### src/sv/gtg_pkg.sv
`timescale 1ns / 1ps
// ----------------------------------------------------------------------------
// gtg_pkg: shared types and constants of the go-to-goal velocity block
// Formats, widths, the CORDIC angle table and the stage payload records.
// ----------------------------------------------------------------------------
package gtg_pkg;

  // Field widths
  localparam int unsigned POS_W  = 16;   // signed Q5.10 positions
  localparam int unsigned HEAD_W = 15;   // signed Q2.12 radians
  localparam int unsigned GAIN_W = 8;    // unsigned Q4.4 gains
  localparam int unsigned LIN_W  = 20;   // unsigned Q10.10 speed
  localparam int unsigned ANG_W  = 20;   // signed Q7.12 turn rate

  // Datapath widths
  localparam int unsigned DIFF_W      = POS_W + 1;            // goal minus pose
  localparam int unsigned SQ1_W       = 2 * POS_W;            // one square
  localparam int unsigned SQ_W        = SQ1_W + 1;            // sum of squares
  localparam int unsigned RAD_SHIFT   = 8;                    // radicand scale
  localparam int unsigned RAD_W       = ((SQ_W + RAD_SHIFT + 1) / 2) * 2;
  localparam int unsigned SQRT_BITS   = RAD_W / 2;            // root bits
  localparam int unsigned REM_W       = SQRT_BITS + 3;        // partial remainder
  localparam int unsigned CORDIC_SH   = 8;                    // vector scale
  localparam int unsigned CORDIC_W    = 28;                   // x/y datapath
  localparam int unsigned Z_W         = 20;                   // angle, Q16 rad
  localparam int unsigned ZD_W        = Z_W + 1;              // bearing - heading
  localparam int unsigned HEAD_SH     = 4;                    // Q12 -> Q16
  localparam int unsigned FRAC_SHIFT  = 8;                    // gain product scale
  localparam int unsigned ROUND       = 1 << (FRAC_SHIFT - 1);
  localparam int unsigned LIN_PROD_W  = GAIN_W + SQRT_BITS;
  localparam int unsigned ANG_PROD_W  = GAIN_W + 1 + ZD_W;

  // CORDIC
  localparam int unsigned ATAN_LEN         = 24;
  localparam int unsigned STEP_IDX_W       = $clog2(ATAN_LEN);
  localparam int unsigned CORDIC_STEPS_DEF = 16;
  localparam logic signed [Z_W-1:0] PI_Q16 = 20'sd205887;

  // Saturation limits
  localparam logic [LIN_W-1:0]        LIN_MAX = '1;
  localparam logic signed [ANG_W-1:0] ANG_MAX = 20'sh7FFFF;
  localparam logic signed [ANG_W-1:0] ANG_MIN = 20'sh80000;

  // Configuration registers
  localparam int unsigned CFG_IDX_W  = 1;
  localparam int unsigned CFG_DATA_W = GAIN_W;
  typedef logic [CFG_IDX_W-1:0] cfg_idx_t;
  localparam cfg_idx_t CFG_LINEAR_GAIN  = 1'd0;
  localparam cfg_idx_t CFG_ANGULAR_GAIN = 1'd1;
  localparam logic [GAIN_W-1:0] LIN_GAIN_RST = 8'd24;   // 1.5
  localparam logic [GAIN_W-1:0] ANG_GAIN_RST = 8'd128;  // 8.0

  // round(atan(2^-i) * 2^16)
  function automatic logic signed [Z_W-1:0] atan_q16(input logic [STEP_IDX_W-1:0] idx);
    logic signed [Z_W-1:0] val;
    case (idx)
      5'd0:    val = 20'sd51472;
      5'd1:    val = 20'sd30386;
      5'd2:    val = 20'sd16055;
      5'd3:    val = 20'sd8150;
      5'd4:    val = 20'sd4091;
      5'd5:    val = 20'sd2047;
      5'd6:    val = 20'sd1024;
      5'd7:    val = 20'sd512;
      5'd8:    val = 20'sd256;
      5'd9:    val = 20'sd128;
      5'd10:   val = 20'sd64;
      5'd11:   val = 20'sd32;
      5'd12:   val = 20'sd16;
      5'd13:   val = 20'sd8;
      5'd14:   val = 20'sd4;
      5'd15:   val = 20'sd2;
      5'd16:   val = 20'sd1;
      default: val = '0;
    endcase
    return val;
  endfunction

  // Front end to iterative core
  typedef struct packed {
    logic [RAD_W-1:0]           rad;
    logic signed [CORDIC_W-1:0] cx;
    logic signed [CORDIC_W-1:0] cy;
    logic signed [Z_W-1:0]      cz;
    logic                       zero;
    logic signed [HEAD_W-1:0]   head;
  } front_t;

  // Iterative core to gain stages
  typedef struct packed {
    logic [SQRT_BITS-1:0]     distance;
    logic signed [Z_W-1:0]    bearing;
    logic signed [HEAD_W-1:0] head;
  } core_t;

endpackage

### src/sv/gtg_front.sv
`timescale 1ns / 1ps
// ----------------------------------------------------------------------------
// gtg_front: difference, squares and CORDIC setup
// Three stages: goal minus pose, squares and half-plane fold, radicand sum.
// ----------------------------------------------------------------------------
module gtg_front (
  input  logic                              clk_i,
  input  logic                              rst_ni,
  input  logic                              in_valid_i,
  output logic                              in_ready_o,
  input  logic signed [gtg_pkg::POS_W-1:0]  robot_x_i,
  input  logic signed [gtg_pkg::POS_W-1:0]  robot_y_i,
  input  logic signed [gtg_pkg::HEAD_W-1:0] robot_heading_i,
  input  logic signed [gtg_pkg::POS_W-1:0]  goal_x_i,
  input  logic signed [gtg_pkg::POS_W-1:0]  goal_y_i,
  output logic                              out_valid_o,
  input  logic                              out_ready_i,
  output gtg_pkg::front_t                   out_o
);

  localparam int unsigned NST = 3;

  logic [NST-1:0] v_q;
  logic [NST-1:0] rdy;

  // stage 0
  logic signed [gtg_pkg::DIFF_W-1:0] dx_q, dy_q;
  logic signed [gtg_pkg::HEAD_W-1:0] hd0_q;
  // stage 1
  logic [gtg_pkg::SQ1_W-1:0]                sqx_q, sqy_q;
  logic signed [gtg_pkg::CORDIC_W-1:0]      cx1_q, cy1_q;
  logic signed [gtg_pkg::Z_W-1:0]           cz1_q;
  logic                                     zero1_q;
  logic signed [gtg_pkg::HEAD_W-1:0]        hd1_q;
  // stage 2
  gtg_pkg::front_t                          pl2_q;

  logic signed [2*gtg_pkg::DIFF_W-1:0] sqx_full, sqy_full;
  logic                                neg;
  logic signed [gtg_pkg::DIFF_W-1:0]   ax, ay;
  logic signed [gtg_pkg::Z_W-1:0]      cz_d;
  logic [gtg_pkg::SQ_W-1:0]            sum_d;

  // a stage takes a new beat when it is empty or its successor moves on
  assign rdy[2]      = !v_q[2] || out_ready_i;
  assign rdy[1]      = !v_q[1] || rdy[2];
  assign rdy[0]      = !v_q[0] || rdy[1];
  assign in_ready_o  = rdy[0];
  assign out_valid_o = v_q[2];
  assign out_o       = pl2_q;

  assign sqx_full = dx_q * dx_q;
  assign sqy_full = dy_q * dy_q;

  // fold the left half-plane onto the right one
  always_comb begin
    neg  = dx_q[gtg_pkg::DIFF_W-1];
    ax   = neg ? -dx_q : dx_q;
    ay   = neg ? -dy_q : dy_q;
    cz_d = '0;
    if (neg) begin
      cz_d = dy_q[gtg_pkg::DIFF_W-1] ? -gtg_pkg::PI_Q16 : gtg_pkg::PI_Q16;
    end
  end

  assign sum_d = gtg_pkg::SQ_W'(sqx_q) + gtg_pkg::SQ_W'(sqy_q);

  always_ff @(posedge clk_i or negedge rst_ni) begin
    if (!rst_ni) begin
      v_q <= '0;
    end else begin
      if (rdy[0]) v_q[0] <= in_valid_i;
      if (rdy[1]) v_q[1] <= v_q[0];
      if (rdy[2]) v_q[2] <= v_q[1];
    end
  end

  always_ff @(posedge clk_i) begin
    if (rdy[0] && in_valid_i) begin
      dx_q  <= gtg_pkg::DIFF_W'(goal_x_i) - gtg_pkg::DIFF_W'(robot_x_i);
      dy_q  <= gtg_pkg::DIFF_W'(goal_y_i) - gtg_pkg::DIFF_W'(robot_y_i);
      hd0_q <= robot_heading_i;
    end
    if (rdy[1] && v_q[0]) begin
      sqx_q   <= sqx_full[gtg_pkg::SQ1_W-1:0];
      sqy_q   <= sqy_full[gtg_pkg::SQ1_W-1:0];
      cx1_q   <= gtg_pkg::CORDIC_W'(ax) <<< gtg_pkg::CORDIC_SH;
      cy1_q   <= gtg_pkg::CORDIC_W'(ay) <<< gtg_pkg::CORDIC_SH;
      cz1_q   <= cz_d;
      zero1_q <= (dx_q == '0) && (dy_q == '0);
      hd1_q   <= hd0_q;
    end
    if (rdy[2] && v_q[1]) begin
      pl2_q.rad  <= gtg_pkg::RAD_W'({sum_d, gtg_pkg::RAD_SHIFT'(0)});
      pl2_q.cx   <= cx1_q;
      pl2_q.cy   <= cy1_q;
      pl2_q.cz   <= cz1_q;
      pl2_q.zero <= zero1_q;
      pl2_q.head <= hd1_q;
    end
  end

endmodule

### config.mk
export PLATFORM = sky130hd
export DESIGN_NAME = gtg_front
export DESIGN_NICKNAME = d
export VERILOG_FILES = /design/src/sv/gtg_pkg.sv /design/src/sv/gtg_front.sv
export SDC_FILE = /design/constraint.sdc
export NUM_CORES = 2
export LEC_CHECK = 0
export BUFFER_PORTS_ARGS = -buffer_cell sky130_fd_sc_hd__clkbuf_2
export CAP_MARGIN = 10
export CORE_ASPECT_RATIO = 1.1
export CORE_MARGIN = 3
export CORE_UTILIZATION = 35
export CTS_CLUSTER_SIZE = 12
export DETAILED_ROUTE_END_ITERATION = 7
export PLACE_DENSITY = 0.49
export SYNTH_ARGS = -nofsm -noshare
export SYNTH_HDL_FRONTEND = slang
export SYNTH_SLANG_ARGS = --single-unit
### constraint.sdc
create_clock -name clk_i -period 8.2 [get_ports clk_i]
set_input_delay 0.41 -clock clk_i [delete_from_list [all_inputs] [get_ports clk_i]]
set_output_delay 0.41 -clock clk_i [all_outputs]
set_load 0.02 [all_outputs]
==> flow_summary.yaml <==
sta:
  tightest_slew_ps: 1157
  layout_setup_ws_ps: 1033
  hold_viol: 0
  min_period_ps: 7167
  slew_headroom_pct: 22.88
  clock_skew_ps: 44.50
  fmax_mhz: 139.5
  tns_ps: 0
  rsz0062_at_grt: "false"
  slew_violations: 0
  setup_viol: 0
  period_share_pct: 87.41
clock_tree:
  root_buffer: "clkbuf_16"
  clock-sinks: 251
  cts_buffer_depth: 3
  postCtsSetupRepairBufs: 0
  insertion_delay_ps: 560
  cts_tree: "done"
  cts_resized: 0
  numCtsBuffers: 35
  cts_hold_buffers: 1
  htreeDepth: 2
  clk_pin_slew_worst_paths_ps: 60
placement:
  place_hpwl_um: 59160
  placed_cells_incl_taps: 4111
  pre_cts_ws_ps: 1058
  routabilityCongestion: 0.8612
  port_buffers: 193
floorplanning:
  fp.dieH_um: 312.8
  die_w_um: 284.9
  die-area_mm2: 0.08913
  initial_core_util_pct: 35.65
  coreArea_mm2: 0.08402
  pin_count: 219
  placementRows: 111
global_route:
  grt_pass1_vias: 21950
  antenna_found_initial: 3
  grt-ovfl-total: 0
  grt_max_degree: 73
  grt_pass1_wl_um: 116900
  grt_use_total_pct: 16.67
yosys:
  yosysTopAreaCellShare_pct: 34.42
  syn_inst: 2843
  synth_cell_type_count: 61
  netlist_area_mm2: 0.02995
  avgSynthCellArea_um2: 10.54
  synth-edff-count: 248
  async_reset_ff_share_pct: 1.195
  yosys_warnings: 0
  ys.flop_type: "edfxtp_1"
  synth_largest_area_cell: "fa_1"
  yosys-top-cells-area: "fa_1 34%, edfxtp_1 25%, ha_1 9.9%"
  ys_seq_area_share_pct: 25.11
  ys_ff_latch: 251
routing:
  drt_iter0_markers: 1069
  firstDrtPassIters: 7
  drc: 0
  vias: 19680
  wirelength_um: 72500
  via_per_inst: 4.712
  wl_per_cell_um: 17.36
  ant_nets: 0
worst_setup_path:
  cpMaxStageDelayCell: "edfxtp_1"
  r2r_slack_ps: 1030
  r2r_start: "dx_q[6]"
  path_class: "flop to flop"
  worstSetupEndpoint: "sqx_q[30]"
  crit_fanout: 22
  cp-start-kind: "flop"
  critPathLaunch: "dx_q[6]"
  slowest_delay_ps: 980
  worstPathRequired_ps: 8510
  worstPathArrival_ps: 7470
  reg2reg_depth: 20
  end_kind: "flop"
  crit_top_cell: "fa_1"
  crit_chain: "nand2_1, fa_1, inv_1, fa_1, fa_1, fa_1, fa_1, inv_1, fa_1, inv_1, ha_1, a21oi_1, o21ai_0, a21oi_1, o31ai_1, a221oi_1, a21oi_1, a311oi_1, a21oi_1, xor2_1"
  worst_r2r_endpoint: "sqx_q[30]"
finish:
  mostFrequentLayoutCells: "716 x inv_1, 515 x fa_1, 248 x edfxtp_1, 238 x ha_1, 213 x nand2_1"
  finalCoreUtilization_pct: 39.56
  drive_gt1_share_pct: 9.951
  fin_nets: 3855
  layout.cells.non_filler: 4176
  area_delta_synth_final_pct: 10.98
  layout_commonest_cell: "inv_1"
min_path:
  min_path_cells: 1
  hold_path_class: "input port to flop"
status:
  status: "complete, no violations"
job:
  maxCapViolations: 0
[routing by layer]
layer | share of wire (%) | vias up | GRT usage [%] | routed length (um)
met4 | 2.1 | 0 | 3.792 | 1515
met1 | 43 | 9988 | 21.97 | 31440
li1 | - | 9057 | - | -
met3 | 5.9 | 85 | 2.502 | 4277
met5 | 0 | - | 0 | 0
met2 | 49 | 547 | 29.03 | 35260
[how the worst min path moves through the flow]
stage	startpoint	end	slack (ps)
floorplan	rst_ni	v_q[0]	110
global placement	rst_ni	v_q[2]	210
detailed placement	rst_ni	v_q[2]	210
CTS	robot_heading_i[1]	hd0_q[1]	20
global route	robot_heading_i[4]	hd0_q[4]	30
finish	robot_heading_i[1]	hd0_q[1]	50
[logic make-up (layout without fill, tap and decap cells)]
logic type      count (synthesis)  count (layout)  share of synthesized area, %
fa+ha+maj                     753             753                         44.36
mux                             2               2                       0.07519
buf+inv                       834            1012                         11.05
simple gates                  598             598                         9.299
flops                         251             251                         25.11
xor+xnor                      160             160                         4.679
other cells                     1              26                       0.01252
compound gates                244             244                         5.405
[cell usage after synthesis (all sizes together), types with 2 or more instances]
| cell | number |
|---|---|
| o31ai | 9 |
| xnor2 | 134 |
| o311a | 2 |
| o21bai | 2 |
| inv | 716 |
| o31a | 3 |
| ha | 238 |
| and4 | 2 |
| dfrtp | 3 |
| o2bb2ai | 2 |
| xor2 | 26 |
| clkinv | 8 |
| nand3 | 21 |
| a21oi | 63 |
| and3 | 8 |
| fa | 515 |
| a221oi | 8 |
| a211oi | 12 |
| and2 | 96 |
| a31oi | 3 |
| nor2b | 19 |
| nand4 | 6 |
| a21boi | 4 |
| buf | 53 |
| o211ai | 10 |
| nor4 | 3 |
| o21a | 16 |
| o21ai | 56 |
| a31o | 7 |
| a41o | 4 |
| or2 | 4 |
| a2111oi | 5 |
| or4 | 6 |
| mux2 | 2 |
| nor2 | 153 |
| clkbuf | 57 |
| nand2 | 213 |
| edfxtp | 248 |
| a41oi | 3 |
| nand2b | 21 |
| nor3 | 29 |
| o41ai | 2 |
| a21o | 24 |
| or3 | 14 |
[registers in the layout, indices dropped and copies added, names as in the netlist]
name / cells
hd1_q: 15
dx_q: 17
hd0_q: 15
cx1_q: 16
zero1_q: 1
cy1_q: 16
sqy_q: 31
v_q: 3
sqx_q: 31
dy_q: 17
out_o: 86
cz1_q: 3
[area by class of cell]
class,count,area [um2]
Antenna cell,1,2.502
Clock buffer,40,925.9
Clock inverter,23,235.2
Fill cell,8279,50780
Inverter,724,2718
Multi-Input combinational cell,1782,19220
Sequential cell,251,7522
Tap cell,1130,1414
Timing Repair Buffer,225,1209
[stage by stage]
step / instance area (um2) / hold slack [ps]
3_3_place_gp: 32070 / 205.3
4_1_cts: 33240 / 17.65
6_report: 33240 / 53.83
5_1_grt: 33240 / 28.78
3_5_place_dp: 32070 / 211.1
2_1_floorplan: 30040 / 114.4
[worst max-delay path, delay by kind of cell, from the launching register on]
kind | cells | cell delay, ps
adder cells (fa/ha/maj) | 7 | 3350
AO/OA/AOI/OAI | 8 | 2000
flip-flops | 1 | 980
AND/OR/NAND/NOR | 1 | 260
XOR/XNOR | 1 | 160
buffers and inverters | 3 | 150
Power is not shown: default switching activity piles up to over one toggle a cycle in this logic, so the estimate is an artifact.
