==> config.mk <==
export PLATFORM = sky130hd
export DESIGN_NAME = gtg_back
export DESIGN_NICKNAME = d
export VERILOG_FILES = /design/src/sv/gtg_pkg.sv /design/src/sv/gtg_back.sv
export SDC_FILE = /design/constraint.sdc
export NUM_CORES = 1
export LEC_CHECK = 0
export ABC_AREA = 1
export BUFFER_PORTS_ARGS = -buffer_cell sky130_fd_sc_hd__clkbuf_2
export CAP_MARGIN = 20
export CELL_PAD_IN_SITES_DETAIL_PLACEMENT = 1
export CELL_PAD_IN_SITES_GLOBAL_PLACEMENT = 1
export CORE_ASPECT_RATIO = 0.6
export CORE_MARGIN = 5
export CORE_UTILIZATION = 40
export CTS_CLUSTER_SIZE = 10
export DETAILED_ROUTE_END_ITERATION = 12
export PLACE_DENSITY = 0.81
export SYNTH_ARGS = -nofsm -noshare
export SYNTH_HDL_FRONTEND = slang
export SYNTH_SLANG_ARGS = --single-unit
==> constraint.sdc <==
create_clock -name clk_i -period 4.15 [get_ports clk_i]
set_input_delay 1.245 -clock clk_i [delete_from_list [all_inputs] [get_ports clk_i]]
set_output_delay 1.245 -clock clk_i [all_outputs]
set_load 0.02 [all_outputs]
==> src/sv/gtg_pkg.sv <==
`timescale 1ns / 1ps
// ----------------------------------------------------------------------------
// gtg_pkg: shared types and constants of the go-to-goal velocity block
// Formats, widths, the CORDIC angle table and the stage payload records.
// ----------------------------------------------------------------------------
package gtg_pkg;

  // Field widths
  localparam int unsigned POS_W  = 16;   // signed Q5.10 positions
  localparam int unsigned HEAD_W = 15;   // signed Q2.12 radians
  localparam int unsigned GAIN_W = 8;    // unsigned Q4.4 gains
  localparam int unsigned LIN_W  = 20;   // unsigned Q10.10 speed
  localparam int unsigned ANG_W  = 20;   // signed Q7.12 turn rate

  // Datapath widths
  localparam int unsigned DIFF_W      = POS_W + 1;            // goal minus pose
  localparam int unsigned SQ1_W       = 2 * POS_W;            // one square
  localparam int unsigned SQ_W        = SQ1_W + 1;            // sum of squares
  localparam int unsigned RAD_SHIFT   = 8;                    // radicand scale
  localparam int unsigned RAD_W       = ((SQ_W + RAD_SHIFT + 1) / 2) * 2;
  localparam int unsigned SQRT_BITS   = RAD_W / 2;            // root bits
  localparam int unsigned REM_W       = SQRT_BITS + 3;        // partial remainder
  localparam int unsigned CORDIC_SH   = 8;                    // vector scale
  localparam int unsigned CORDIC_W    = 28;                   // x/y datapath
  localparam int unsigned Z_W         = 20;                   // angle, Q16 rad
  localparam int unsigned ZD_W        = Z_W + 1;              // bearing - heading
  localparam int unsigned HEAD_SH     = 4;                    // Q12 -> Q16
  localparam int unsigned FRAC_SHIFT  = 8;                    // gain product scale
  localparam int unsigned ROUND       = 1 << (FRAC_SHIFT - 1);
  localparam int unsigned LIN_PROD_W  = GAIN_W + SQRT_BITS;
  localparam int unsigned ANG_PROD_W  = GAIN_W + 1 + ZD_W;

  // CORDIC
  localparam int unsigned ATAN_LEN         = 24;
  localparam int unsigned STEP_IDX_W       = $clog2(ATAN_LEN);
  localparam int unsigned CORDIC_STEPS_DEF = 16;
  localparam logic signed [Z_W-1:0] PI_Q16 = 20'sd205887;

  // Saturation limits
  localparam logic [LIN_W-1:0]        LIN_MAX = '1;
  localparam logic signed [ANG_W-1:0] ANG_MAX = 20'sh7FFFF;
  localparam logic signed [ANG_W-1:0] ANG_MIN = 20'sh80000;

  // Configuration registers
  localparam int unsigned CFG_IDX_W  = 1;
  localparam int unsigned CFG_DATA_W = GAIN_W;
  typedef logic [CFG_IDX_W-1:0] cfg_idx_t;
  localparam cfg_idx_t CFG_LINEAR_GAIN  = 1'd0;
  localparam cfg_idx_t CFG_ANGULAR_GAIN = 1'd1;
  localparam logic [GAIN_W-1:0] LIN_GAIN_RST = 8'd24;   // 1.5
  localparam logic [GAIN_W-1:0] ANG_GAIN_RST = 8'd128;  // 8.0

  // round(atan(2^-i) * 2^16)
  function automatic logic signed [Z_W-1:0] atan_q16(input logic [STEP_IDX_W-1:0] idx);
    logic signed [Z_W-1:0] val;
    case (idx)
      5'd0:    val = 20'sd51472;
      5'd1:    val = 20'sd30386;
      5'd2:    val = 20'sd16055;
      5'd3:    val = 20'sd8150;
      5'd4:    val = 20'sd4091;
      5'd5:    val = 20'sd2047;
      5'd6:    val = 20'sd1024;
      5'd7:    val = 20'sd512;
      5'd8:    val = 20'sd256;
      5'd9:    val = 20'sd128;
      5'd10:   val = 20'sd64;
      5'd11:   val = 20'sd32;
      5'd12:   val = 20'sd16;
      5'd13:   val = 20'sd8;
      5'd14:   val = 20'sd4;
      5'd15:   val = 20'sd2;
      5'd16:   val = 20'sd1;
      default: val = '0;
    endcase
    return val;
  endfunction

  // Front end to iterative core
  typedef struct packed {
    logic [RAD_W-1:0]           rad;
    logic signed [CORDIC_W-1:0] cx;
    logic signed [CORDIC_W-1:0] cy;
    logic signed [Z_W-1:0]      cz;
    logic                       zero;
    logic signed [HEAD_W-1:0]   head;
  } front_t;

  // Iterative core to gain stages
  typedef struct packed {
    logic [SQRT_BITS-1:0]     distance;
    logic signed [Z_W-1:0]    bearing;
    logic signed [HEAD_W-1:0] head;
  } core_t;

endpackage

==> src/sv/gtg_back.sv <==
`timescale 1ns / 1ps
// ----------------------------------------------------------------------------
// gtg_back: gain multiply, rounding and saturation
// Three stages: heading error, gain products, rounded and clipped outputs.
// ----------------------------------------------------------------------------
module gtg_back (
  input  logic                              clk_i,
  input  logic                              rst_ni,
  input  logic [gtg_pkg::GAIN_W-1:0]        linear_gain_i,
  input  logic [gtg_pkg::GAIN_W-1:0]        angular_gain_i,
  input  logic                              in_valid_i,
  output logic                              in_ready_o,
  input  gtg_pkg::core_t                    in_i,
  output logic                              out_valid_o,
  input  logic                              out_ready_i,
  output logic [gtg_pkg::LIN_W-1:0]         linear_speed_o,
  output logic signed [gtg_pkg::ANG_W-1:0]  angular_speed_o
);

  localparam int unsigned NST       = 3;
  localparam int unsigned LIN_SUM_W = gtg_pkg::LIN_PROD_W + 1;
  localparam int unsigned ANG_SUM_W = gtg_pkg::ANG_PROD_W + 1;
  localparam logic signed [ANG_SUM_W-1:0] ANG_HI = ANG_SUM_W'(gtg_pkg::ANG_MAX);
  localparam logic signed [ANG_SUM_W-1:0] ANG_LO = ANG_SUM_W'(gtg_pkg::ANG_MIN);

  logic [NST-1:0] v_q;
  logic [NST-1:0] rdy;

  logic signed [gtg_pkg::ZD_W-1:0]       diff_q;
  logic [gtg_pkg::SQRT_BITS-1:0]         dist_q;
  logic [gtg_pkg::LIN_PROD_W-1:0]        lin_prod_q;
  logic signed [gtg_pkg::ANG_PROD_W-1:0] ang_prod_q;
  logic [gtg_pkg::LIN_W-1:0]             lin_q;
  logic signed [gtg_pkg::ANG_W-1:0]      ang_q;

  logic signed [gtg_pkg::ZD_W-1:0]       diff_d;
  logic signed [gtg_pkg::GAIN_W:0]       ang_gain_s;
  logic signed [gtg_pkg::ANG_PROD_W-1:0] ang_prod_d;
  logic [gtg_pkg::LIN_PROD_W-1:0]        lin_prod_d;
  logic [LIN_SUM_W-1:0]                  lin_sum, lin_sh;
  logic signed [ANG_SUM_W-1:0]           ang_sum, ang_sh;
  logic [gtg_pkg::LIN_W-1:0]             lin_d;
  logic signed [gtg_pkg::ANG_W-1:0]      ang_d;

  assign rdy[2]      = !v_q[2] || out_ready_i;
  assign rdy[1]      = !v_q[1] || rdy[2];
  assign rdy[0]      = !v_q[0] || rdy[1];
  assign in_ready_o  = rdy[0];
  assign out_valid_o = v_q[2];
  assign linear_speed_o  = lin_q;
  assign angular_speed_o = ang_q;

  // heading moves from Q12 to Q16 before the subtract; no angle wrap
  assign diff_d = gtg_pkg::ZD_W'(in_i.bearing)
                - (gtg_pkg::ZD_W'(in_i.head) <<< gtg_pkg::HEAD_SH);

  assign ang_gain_s = signed'({1'b0, angular_gain_i});
  assign ang_prod_d = ang_gain_s * diff_q;
  assign lin_prod_d = gtg_pkg::LIN_PROD_W'(linear_gain_i)
                    * gtg_pkg::LIN_PROD_W'(dist_q);

  // round half up, then clip
  always_comb begin
    lin_sum = LIN_SUM_W'(lin_prod_q) + LIN_SUM_W'(gtg_pkg::ROUND);
    lin_sh  = lin_sum >> gtg_pkg::FRAC_SHIFT;
    lin_d   = (lin_sh > LIN_SUM_W'(gtg_pkg::LIN_MAX)) ? gtg_pkg::LIN_MAX
                                                      : lin_sh[gtg_pkg::LIN_W-1:0];
    ang_sum = ANG_SUM_W'(ang_prod_q) + signed'(ANG_SUM_W'(gtg_pkg::ROUND));
    ang_sh  = ang_sum >>> gtg_pkg::FRAC_SHIFT;
    if (ang_sh > ANG_HI) begin
      ang_d = gtg_pkg::ANG_MAX;
    end else if (ang_sh < ANG_LO) begin
      ang_d = gtg_pkg::ANG_MIN;
    end else begin
      ang_d = ang_sh[gtg_pkg::ANG_W-1:0];
    end
  end

  always_ff @(posedge clk_i or negedge rst_ni) begin
    if (!rst_ni) begin
      v_q <= '0;
    end else begin
      if (rdy[0]) v_q[0] <= in_valid_i;
      if (rdy[1]) v_q[1] <= v_q[0];
      if (rdy[2]) v_q[2] <= v_q[1];
    end
  end

  always_ff @(posedge clk_i) begin
    if (rdy[0] && in_valid_i) begin
      diff_q <= diff_d;
      dist_q <= in_i.distance;
    end
    if (rdy[1] && v_q[0]) begin
      lin_prod_q <= lin_prod_d;
      ang_prod_q <= ang_prod_d;
    end
    if (rdy[2] && v_q[1]) begin
      lin_q <= lin_d;
      ang_q <= ang_d;
    end
  end

endmodule

==> parameters.txt, run 1 <==
Parameter                              Value

Status
  Run status ... finished, violations left
  Failing checks ... setup timing

STA
  Total of endpoints with negative setup slack in the final report ... 45
  Largest clock skew in the final design ... 28.6 ps
  Max-slew headroom ... 50.8%
  Worst-Margin Slew ... 738 ps
  Hold violation total from the final report ... 0
  Final-layout setup total negative slack ... -33380 ps
  Share of the clock period used by the worst path after layout ... 122%
  Pins Over Slew Limit ... 0
  Final hold slack ... 507 ps
  Post-layout min period ... 5060 ps
  Unrepaired setup endpoints after global routing ... yes
  Max Fclk ... 198 MHz
  Setup WS post-layout ... -907 ps

Logic synthesis
  Post-synthesis area per instance ... 7.76 µm²
  Net count of the mapped netlist ... 2802
  Proportion of synthesized area in mux cells ... 0%
  Main combinational cell family by area after synthesis ... adder cells
  Flip-flop and latch count after synthesis ... 130
  Warnings, synthesis ... 0
  Compound-Gate Fraction of Synth Area ... 4.50%
  Unique masters post-synth ... 45
  Synthesized netlist cell count ... 2361
  Area of the mapped netlist ... 18300 µm²
  Fraction of the yosys area taken by sequential cells ... 21.2%
  Share of synthesized cell area in full adder, half adder and majority cells ... 34.9%
  Share of the synthesized netlist area taken by xor and xnor gates ... 3.44%
  Area fraction in and, or, nand and nor cells after synthesis ... 21.0%

Placed design
  Worst slack at placement ... -1420 ps
  Gp weighted congestion ... 0.909
  Post-DP HPWL ... 50900 µm
  IO buf count ... 117

Clock tree
  Clock network latency to the later pin of the worst-skew pair ... 480 ps
  CTS Root Cell ... clkbuf_16
  Maximum level of the CTS H-tree ... 4
  Number of CTS-inserted buffers ... 17
  TritonCTS clock tree ... built
  Clock-pin slew of the registers on the worst-case setup and hold paths ... 80 ps
  CTS sink count ... 130
  Quantity of hold-fixing buffers added after cts ... 0
  Maximum buffer depth of the clock tree ... 2

Floorplan
  Core area ... 45000 µm²
  Die extent in x ... 286 µm
  Initial Util ... 40.7%
  Vert. Die Dim ... 176 µm
  Die ar. ... 50300 µm²
  Ports ... 118
  # rows ... 60

Min path
  Tightest Hold Check Type ... register to register

Global route
  Maximum number of pins on one net before global-route repair ... 46
  Vias in the first global route ... 19100
  Global-route wire length before repair ... 106000 µm
  Antenna violations before repair ... 3
  Overflow left after global routing ... 0
  Total global routing track utilization ... 27.2%

Worst setup path
  CP Capture Type ... register
  Slowest stage delay, CP ... 590 ps
  Crit start category ... primary input
  Critical path required time ... 4370 ps
  Critical path data arrival time ... 5270 ps
  Cell with the largest stage delay on the worst path ... fa_2
  Type of the worst setup path ... primary input to register
  Maximum fanout encountered on the critical timing path ... 6
  Sequence of cells on the critical path ... clkbuf_16 > buf_8 > nand2_1 > inv_1 > fa_2 > fa_2 > fa_1 > inv_2 > fa_2 > inv_2 > ha_4 > a21o_4 > a21oi_4 > nor2_4 > o21ai_2 > nand3_1 > nand2_1 > nand2_1

Route
  Vias ... 18300
  Iteration count of the initial detailed-routing pass ... 8
  Total wire length ... 82400 µm
  Post-detailed-route DRC marker count ... 0
  Number of vias per cell ... 5.46
  Final antenna-violating net count ... 0
  Initial drt markers ... 1682
  Average wire per standard cell ... 24.6 µm

Cells and area
  Share of cells above drive strength 1 ... 37.5%
  Net count of the finished layout ... 3186
  Relative area change from synthesis to final layout ... 41.4%

Flow run
  Number of violations of the max-capacitance limit ... 0
==> layout by cell type, fill, tap and decap left out, types with 7 or more instances in the layout <==
cell | netlist | routed
inv_1 | 635 | 532
o21ai_0 | 38 | 14
nand2_8 | 0 | 8
nor3_2 | 2 | 7
nor3_4 | 0 | 7
a21oi_1 | 68 | 24
a21oi_4 | 0 | 23
nand3_2 | 4 | 20
o21ai_4 | 0 | 9
buf_12 | 0 | 18
xor2_1 | 51 | 42
buf_6 | 4 | 55
nand2_2 | 9 | 102
o21bai_4 | 1 | 8
nand3_1 | 60 | 40
ha_1 | 120 | 75
edfxtp_1 | 127 | 127
fa_1 | 245 | 218
o21ai_2 | 0 | 12
clkbuf_16 | 0 | 25
nand2_1 | 693 | 523
nand4_1 | 16 | 16
buf_4 | 0 | 242
xnor2_1 | 21 | 18
a21oi_2 | 1 | 22
inv_2 | 2 | 93
clkbuf_2 | 30 | 104
nor2_2 | 3 | 22
inv_4 | 0 | 9
nor3_1 | 23 | 11
ha_4 | 0 | 43
nand2_4 | 2 | 71
nor2_4 | 6 | 47
fa_2 | 0 | 27
xor2_2 | 0 | 7
nor2_1 | 111 | 51
==> through the flow <==
stage | util [%] | std cells | instance area, µm²
finish | 57.5 | 3348 | 25900
global route | 57.5 | 3348 | 25900
CTS | 54.9 | 3308 | 24700
detailed placement | 49.5 | 3233 | 22300
global placement | 49.5 | 3233 | 22300
floorplan | - | 2361 | 19700
==> final cells by class <==
class	instances	area [µm²]
fill	5137	19100
multi-input combinational	1520	14600
sequential	130	3890
timing repair buffer	439	3750
inverter	637	2430
tap	589	737
clock buffer	18	429
clock inverter	13	129
antenna	2	5.00
==> repair_timing <==
item	CTS	global route
hold endpoints to repair	0	0
setup buffers	43	43
cloned	5	1
resized for setup	377	241
setup endpoints to repair	45	45
pin swaps	219	215
==> final timing paths <==
path | slack [ps] | to | start | depth (start not counted)
setup / recovery | -910 | ang_prod_q[25]$_DFFE_PP_ | angular_gain_i[4] | 18
hold / removal | 510 | v_q[2]$_DFFE_PN0P_ | v_q[1]$_DFFE_PN0P_ | 2
setup reg to reg | -580 | ang_prod_q[25]$_DFFE_PP_ | diff_q[18]$_DFFE_PP_ | 18
hold reg to reg | 510 | v_q[2]$_DFFE_PN0P_ | v_q[1]$_DFFE_PN0P_ | 2
max in group asynchronous | 3460 | v_q[1]$_DFFE_PN0P_ | rst_ni | 1
min in group asynchronous | 570 | v_q[0]$_DFFE_PN0N_ | rst_ni | 1
==> cells in the mapped netlist (all sizes together) <==
| cell type | instances | area (µm²) |
|---|---|---|
| a21boi | 5 | 37.5 |
| a21o | 8 | 60.1 |
| a21oi | 69 | 349 |
| a31oi | 4 | 40.0 |
| and2 | 1 | 6.26 |
| and2b | 1 | 7.51 |
| and3 | 1 | 6.26 |
| buf | 6 | 52.6 |
| clkbuf | 68 | 293 |
| dfrtp | 3 | 75.1 |
| edfxtp | 127 | 3810 |
| fa | 245 | 4900 |
| ha | 120 | 1500 |
| inv | 637 | 2390 |
| nand2 | 704 | 2680 |
| nand3 | 65 | 358 |
| nand3b | 3 | 22.5 |
| nand4 | 16 | 100 |
| nor2 | 120 | 503 |
| nor3 | 25 | 135 |
| nor4 | 3 | 18.8 |
| o2111ai | 1 | 8.76 |
| o21a | 1 | 7.51 |
| o21ai | 41 | 205 |
| o21bai | 11 | 93.8 |
| o22ai | 1 | 6.26 |
| o31ai | 1 | 7.51 |
| o32ai | 1 | 8.76 |
| or2 | 1 | 6.26 |
| xnor2 | 21 | 184 |
| xor2 | 51 | 447 |
==> sequential cells by signal (all words and copies together), names as in the netlist <==
| signal | flops |
|---|---|
| ang_prod_q | 23 |
| angular_speed_o | 20 |
| diff_q | 21 |
| dist_q | 21 |
| lin_prod_q | 22 |
| linear_speed_o | 20 |
| v_q | 3 |
==> critical path: cells and delay by family <==
kind                     cells  cell delay [ps]
AO/OA/AOI/OAI                3              630
adder cells (fa/ha/maj)      5             2440
AND/OR/NAND/NOR              5              480
buffers and inverters        5              470
==> layer usage <==
| layer | track usage [%] | vias up | wire (µm) |
|---|---|---|---|
| met2 | 43.8 | 1075 | 38700 |
| met4 | 6.74 | 2 | 3860 |
| met3 | 6.02 | 299 | 7340 |
| li1 | - | 7748 | - |
| met1 | 37.7 | 9145 | 32500 |
| met5 | 0 | - | 19 |
==> kinds of logic (layout without fill, tap and decap cells) <==
logic type	after synthesis	after routing
DFF	130	130
buffers and inverters	711	1107
other	0	2
and+or+nand+nor	940	940
AOI/OAI and AO/OA	143	143
adders and majority gates	365	365
xor gates and xnor gates	72	72
Power of run 1 is not shown: default switching activity piles up to over one toggle a cycle in this logic, so the estimate is an artifact.
==> run 2, diff against run 1 <==
Settings changed: BUFFER_PORTS_ARGS -buffer_cell sky130_fd_sc_hd__clkbuf_2 to default, DONT_BUFFER_PORTS from default to 1, PLACE_DENSITY 0.81 to 0.77, SKIP_CTS_REPAIR_TIMING from default to 1.
==> run 2 against run 1 <==
Compared with the run above: the run still ends with setup timing left; worst hold slack got worse by 37 ps; cell area shrank 9.2%; clock skew shrank 13 ps; highest routed layer is now met4; maximum frequency increased by 8.8%; critical endpoint is now ang_prod_q[26]$_DFFE_PP_; sequential share of layout area up 1.5 points; first-iteration DRC count shrank 37%.
==> parameters.txt, run 2 (synthesized netlist as in run 1, its figures left out) <==
Parameter                              Value

STA
  Total of endpoints with negative setup slack in the final report ... 42
  Hold violation total from the final report ... 0
  Max Fclk ... 215 MHz
  Max-slew headroom ... 56.4%
  Unrepaired setup endpoints after global routing ... yes
  Final hold slack ... 470 ps
  Pins Over Slew Limit ... 0
  Post-layout min period ... 4650 ps
  Worst-Margin Slew ... 655 ps
  Setup WS post-layout ... -499 ps
  Largest clock skew in the final design ... 15.6 ps
  Share of the clock period used by the worst path after layout ... 112%

Worst setup path
  Critical path data arrival time ... 4860 ps
  Slowest stage delay, CP ... 570 ps
  Sequence of cells on the critical path ... nand2_1 > fa_1 > inv_2 > fa_1 > fa_1 > inv_2 > fa_1 > inv_2 > ha_4 > a21oi_4 > o21ai_1 > buf_4 > nand2_1 > nand2_1 > a21oi_4 > nand2_1 > nand2_1 > nand2_2
  Cell with the largest stage delay on the worst path ... fa_1
  Type of the worst setup path ... primary input to register
  CP Capture Type ... register
  Category of cells accounting for the largest share of critical-path delay ... adder cells
  Maximum fanout encountered on the critical timing path ... 21
  Top cell by count, worst path ... nand2_1
  Crit start category ... primary input
  Critical path required time ... 4360 ps
  Buffers plus inverters on the worst setup path ... 4

Route
  Iteration count of the initial detailed-routing pass ... 5
  Total wire length ... 63100 µm
  Post-detailed-route DRC marker count ... 0
  Initial drt markers ... 1059
  Vias ... 16000
  Number of vias per cell ... 5.13
  Final antenna-violating net count ... 0
  Average wire per standard cell ... 20.2 µm

Global route
  Maximum number of pins on one net before global-route repair ... 46
  Total global routing track utilization ... 23.2%
  Vias in the first global route ... 16900
  Global-route wire length before repair ... 92200 µm
  Antenna violations before repair ... 0
  Overflow left after global routing ... 0

Cells and area
  Largest regs ... ang_prod_q (23), lin_prod_q (22)
  Top library cells by usage in the layout, fill and taps aside ... nand2_1, inv_1, fa_1, buf_4, edfxtp_1
  Largest reg by FF count ... ang_prod_q
  Antenna diodes ... 0
  FILL cells ... 5298
  Net count of the finished layout ... 2963
  Flip-flop count of the largest register after layout ... 23
  Relative area change from synthesis to final layout ... 28.4%
  Final non-filler cell area ... 23500 µm²
  Share of cells above drive strength 1 ... 29.2%
  Most common cell after layout, fill and taps aside ... nand2_1

Placed design
  IO buf count ... 0
  Gp weighted congestion ... 0.913
  Area of placed instances ... 21100 µm²
  Post-DP HPWL ... 47900 µm
  Worst slack at placement ... -1180 ps

Clock tree
  CTS Root Cell ... clkbuf_16
  Number of CTS-inserted buffers ... 17
  Maximum level of the CTS H-tree ... 4
  TritonCTS clock tree ... built
  CTS sink count ... 130
  Maximum buffer depth of the clock tree ... 2
  Clock-pin slew of the registers on the worst-case setup and hold paths ... 80 ps
  Clock network latency to the later pin of the worst-skew pair ... 460 ps

Floorplan
  Core area ... 45000 µm²
  Ports ... 118
  Initial Util ... 40.7%
  Die extent in x ... 286 µm
  Vert. Die Dim ... 176 µm
  # rows ... 60
  Die ar. ... 50300 µm²

Status
  Run status ... finished, violations left
  Failing checks ... setup timing

Min path
  Tightest Hold Check Type ... primary input to async pin

Flow run
  Number of violations of the max-capacitance limit ... 0
[run 2: cell type report]
type                            instances  area, µm²  area share, %
Multi-Input combinational cell       1520      14100           59.9
Sequential cell                       130       3890           16.5
Clock inverter                         15        190          0.808
Timing Repair Buffer                  216       1780           7.55
Inverter                              637       2420           10.3
Tap cell                              589        737           3.13
Clock buffer                           17        425           1.81
[run 2: final timing paths]
path	start	end	slack, ps	cells after the start
setup / recovery	angular_gain_i[5]	ang_prod_q[26]$_DFFE_PP_	-500	18
hold / removal	rst_ni	v_q[0]$_DFFE_PN0N_	470	0
setup reg to reg	dist_q[11]$_DFFE_PP_	lin_prod_q[28]$_DFFE_PP_	-380	17
hold reg to reg	v_q[0]$_DFFE_PN0N_	v_q[1]$_DFFE_PN0P_	520	2
max in group asynchronous	rst_ni	v_q[1]$_DFFE_PN0P_	3610	0
min in group clk_i	v_q[0]$_DFFE_PN0N_	v_q[1]$_DFFE_PN0P_	520	2
[run 2: through the flow]
stage               utilization (%)  setup TNS, ps  std cells
finish                         52.3         -14120       3124
global route                   52.3         -17640       3124
CTS                            48.2         -14120       3083
detailed placement             46.9         -34850       3051
global placement               46.9         -30980       3051
floorplan                         -         -24980       2361
[run 2: layer usage]
| metal | vias to the layer above | track usage, % | part of all wire (%) |
|---|---|---|---|
| met5 | - | 0 | 0 |
| met2 | 472 | 35.0 | 45 |
| met1 | 8210 | 35.4 | 48 |
| met3 | 46 | 4.84 | 6.1 |
| li1 | 7283 | - | - |
| met4 | 0 | 2.81 | 0.85 |
Power of run 2 is left out for the same reason.
==> run 3, diff against run 2 <==
Settings changed: REMOVE_ABC_BUFFERS from default to 1.
==> run 3 against run 2 <==
Compared with the run above: the run still ends with setup timing left; register-to-register slack got worse by 120 ps; highest routed layer is now met5; sequential share of layout area fell by 0.11 points; routed wire length rose by 10%.
==> parameters.txt, run 3 (synthesized netlist as in run 1, its figures left out) <==
Parameter                              Value

Placed design
  IO buf count ... 0
  Post-DP HPWL ... 46500 µm
  Gp weighted congestion ... 0.943

Floorplan
  Die extent in x ... 286 µm
  Initial Util ... 40.7%
  Ports ... 118
  Core area ... 45000 µm²
  Vert. Die Dim ... 176 µm
  # rows ... 60
  Die ar. ... 50300 µm²

STA
  Pins Over Slew Limit ... 0
  Max Fclk ... 210 MHz
  Setup WS post-layout ... -601 ps
  Final hold slack ... 478 ps
  Unrepaired setup endpoints after global routing ... yes
  Hold violation total from the final report ... 0
  Post-layout min period ... 4750 ps
  Largest clock skew in the final design ... 20.3 ps
  Total of endpoints with negative setup slack in the final report ... 43
  Final-layout setup total negative slack ... -17740 ps
  Worst-Margin Slew ... 643 ps
  Max-slew headroom ... 57.1%
  Share of the clock period used by the worst path after layout ... 114%

Route
  Total wire length ... 69700 µm
  Iteration count of the initial detailed-routing pass ... 6
  Met2 routed wirelength ... 33100 µm
  Post-detailed-route DRC marker count ... 0
  Initial drt markers ... 1556
  Average wire per standard cell ... 22.1 µm
  Number of vias per cell ... 5.31
  Vias ... 16800
  Uppermost metal layer occupied by signal nets ... met5
  Sum of met3 wire segment lengths after detailed routing ... 5360 µm
  Final antenna-violating net count ... 0
  Post-route met1 wirelength ... 29600 µm

Cells and area
  Top library cells by usage in the layout, fill and taps aside ... nand2_1, inv_1, fa_1, buf_4, edfxtp_1
  Flip-flop count of the largest register after layout ... 23
  FILL cells ... 5257
  Antenna diodes ... 0
  Largest reg by FF count ... ang_prod_q
  Largest regs ... ang_prod_q (23), lin_prod_q (22)
  Net count of the finished layout ... 2994
  Relative area change from synthesis to final layout ... 29.3%
  Share of cells above drive strength 1 ... 29.7%
  Most common cell after layout, fill and taps aside ... nand2_1

Clock tree
  Maximum buffer depth of the clock tree ... 2
  Clock-pin slew of the registers on the worst-case setup and hold paths ... 70 ps
  Number of CTS-inserted buffers ... 17
  Maximum level of the CTS H-tree ... 4
  CTS Root Cell ... clkbuf_16
  CTS sink count ... 130
  Clock network latency to the later pin of the worst-skew pair ... 470 ps
  TritonCTS clock tree ... built

Status
  Failing checks ... setup timing
  Run status ... finished, violations left

Worst setup path
  Cell with the largest stage delay on the worst path ... fa_1
  Buffers plus inverters on the worst setup path ... 4
  Critical path data arrival time ... 4950 ps
  Crit start category ... primary input
  Type of the worst setup path ... primary input to register
  Slowest stage delay, CP ... 580 ps
  CP Capture Type ... register
  Sequence of cells on the critical path ... nand2_1 > inv_2 > fa_1 > fa_1 > fa_1 > inv_1 > fa_1 > inv_2 > ha_4 > a21o_1 > a21oi_2 > buf_6 > nand2_4 > o21bai_4 > nand2_1 > nand2_1 > nand2_1
  Maximum fanout encountered on the critical timing path ... 21
  Critical path required time ... 4350 ps
  Category of cells accounting for the largest share of critical-path delay ... adder cells

Global route
  Vias in the first global route ... 17000
  Total global routing track utilization ... 22.9%
  Global-route wire length before repair ... 91600 µm
  Antenna violations before repair ... 3
  Maximum number of pins on one net before global-route repair ... 46
  Overflow left after global routing ... 0

Flow run
  Number of violations of the max-capacitance limit ... 0

Min path
  Tightest Hold Check Type ... primary input to async pin
## run 3: metrics by stage
step / instance area [µm²] / std cells / worst slack (ps) / util [%]
floorplan: 18000 / 2287 / -965 / -
detailed placement: 20400 / 3097 / -1250 / 45.3
finish: 23700 / 3155 / -601 / 52.6
CTS: 21000 / 3129 / -801 / 46.7
global placement: 20400 / 3097 / -1100 / 45.3
global route: 23700 / 3155 / -663 / 52.6
## run 3: metal layers
| layer | track usage [%] | vias to the layer above |
|---|---|---|
| li1 | - | 7336 |
| met1 | 34.5 | 8493 |
| met2 | 35.4 | 779 |
| met3 | 3.87 | 143 |
| met4 | 3.29 | 6 |
| met5 | 0 | - |
## run 3: path summary, 6_finish.rpt
path | slack, ps | startpoint | endpoint | depth (start not counted)
worst max-delay path | -600 | linear_gain_i[2] | lin_prod_q[28]$_DFFE_PP_ | 17
worst min-delay path | 480 | rst_ni | v_q[0]$_DFFE_PN0N_ | 0
worst max register to register | -500 | diff_q[13]$_DFFE_PP_ | ang_prod_q[28]$_DFFE_PP_ | 19
worst min register to register | 500 | v_q[1]$_DFFE_PN0P_ | v_q[2]$_DFFE_PN0P_ | 2
max in group asynchronous | 3600 | rst_ni | v_q[1]$_DFFE_PN0P_ | 0
min in group clk_i | 500 | v_q[1]$_DFFE_PN0P_ | v_q[2]$_DFFE_PN0P_ | 2
## run 3: worst register-to-register path, delay by kind of cell (launching register included)
kind / cells / cell delay (ps)
fa+ha+maj: 5 / 2510
buf+inv: 5 / 320
compound gates: 1 / 150
simple gates: 8 / 740
flops: 1 / 680
## run 3: final cells by class
class / count / area (µm²) / area share, %
Clock buffer: 17 / 425 / 1.80
Tap cell: 589 / 737 / 3.11
Multi-Input combinational cell: 1520 / 14100 / 59.3
Clock inverter: 15 / 188 / 0.792
Inverter: 637 / 2430 / 10.2
Timing Repair Buffer: 247 / 1970 / 8.32
Sequential cell: 130 / 3890 / 16.4
Power of run 3 is left out for the same reason.
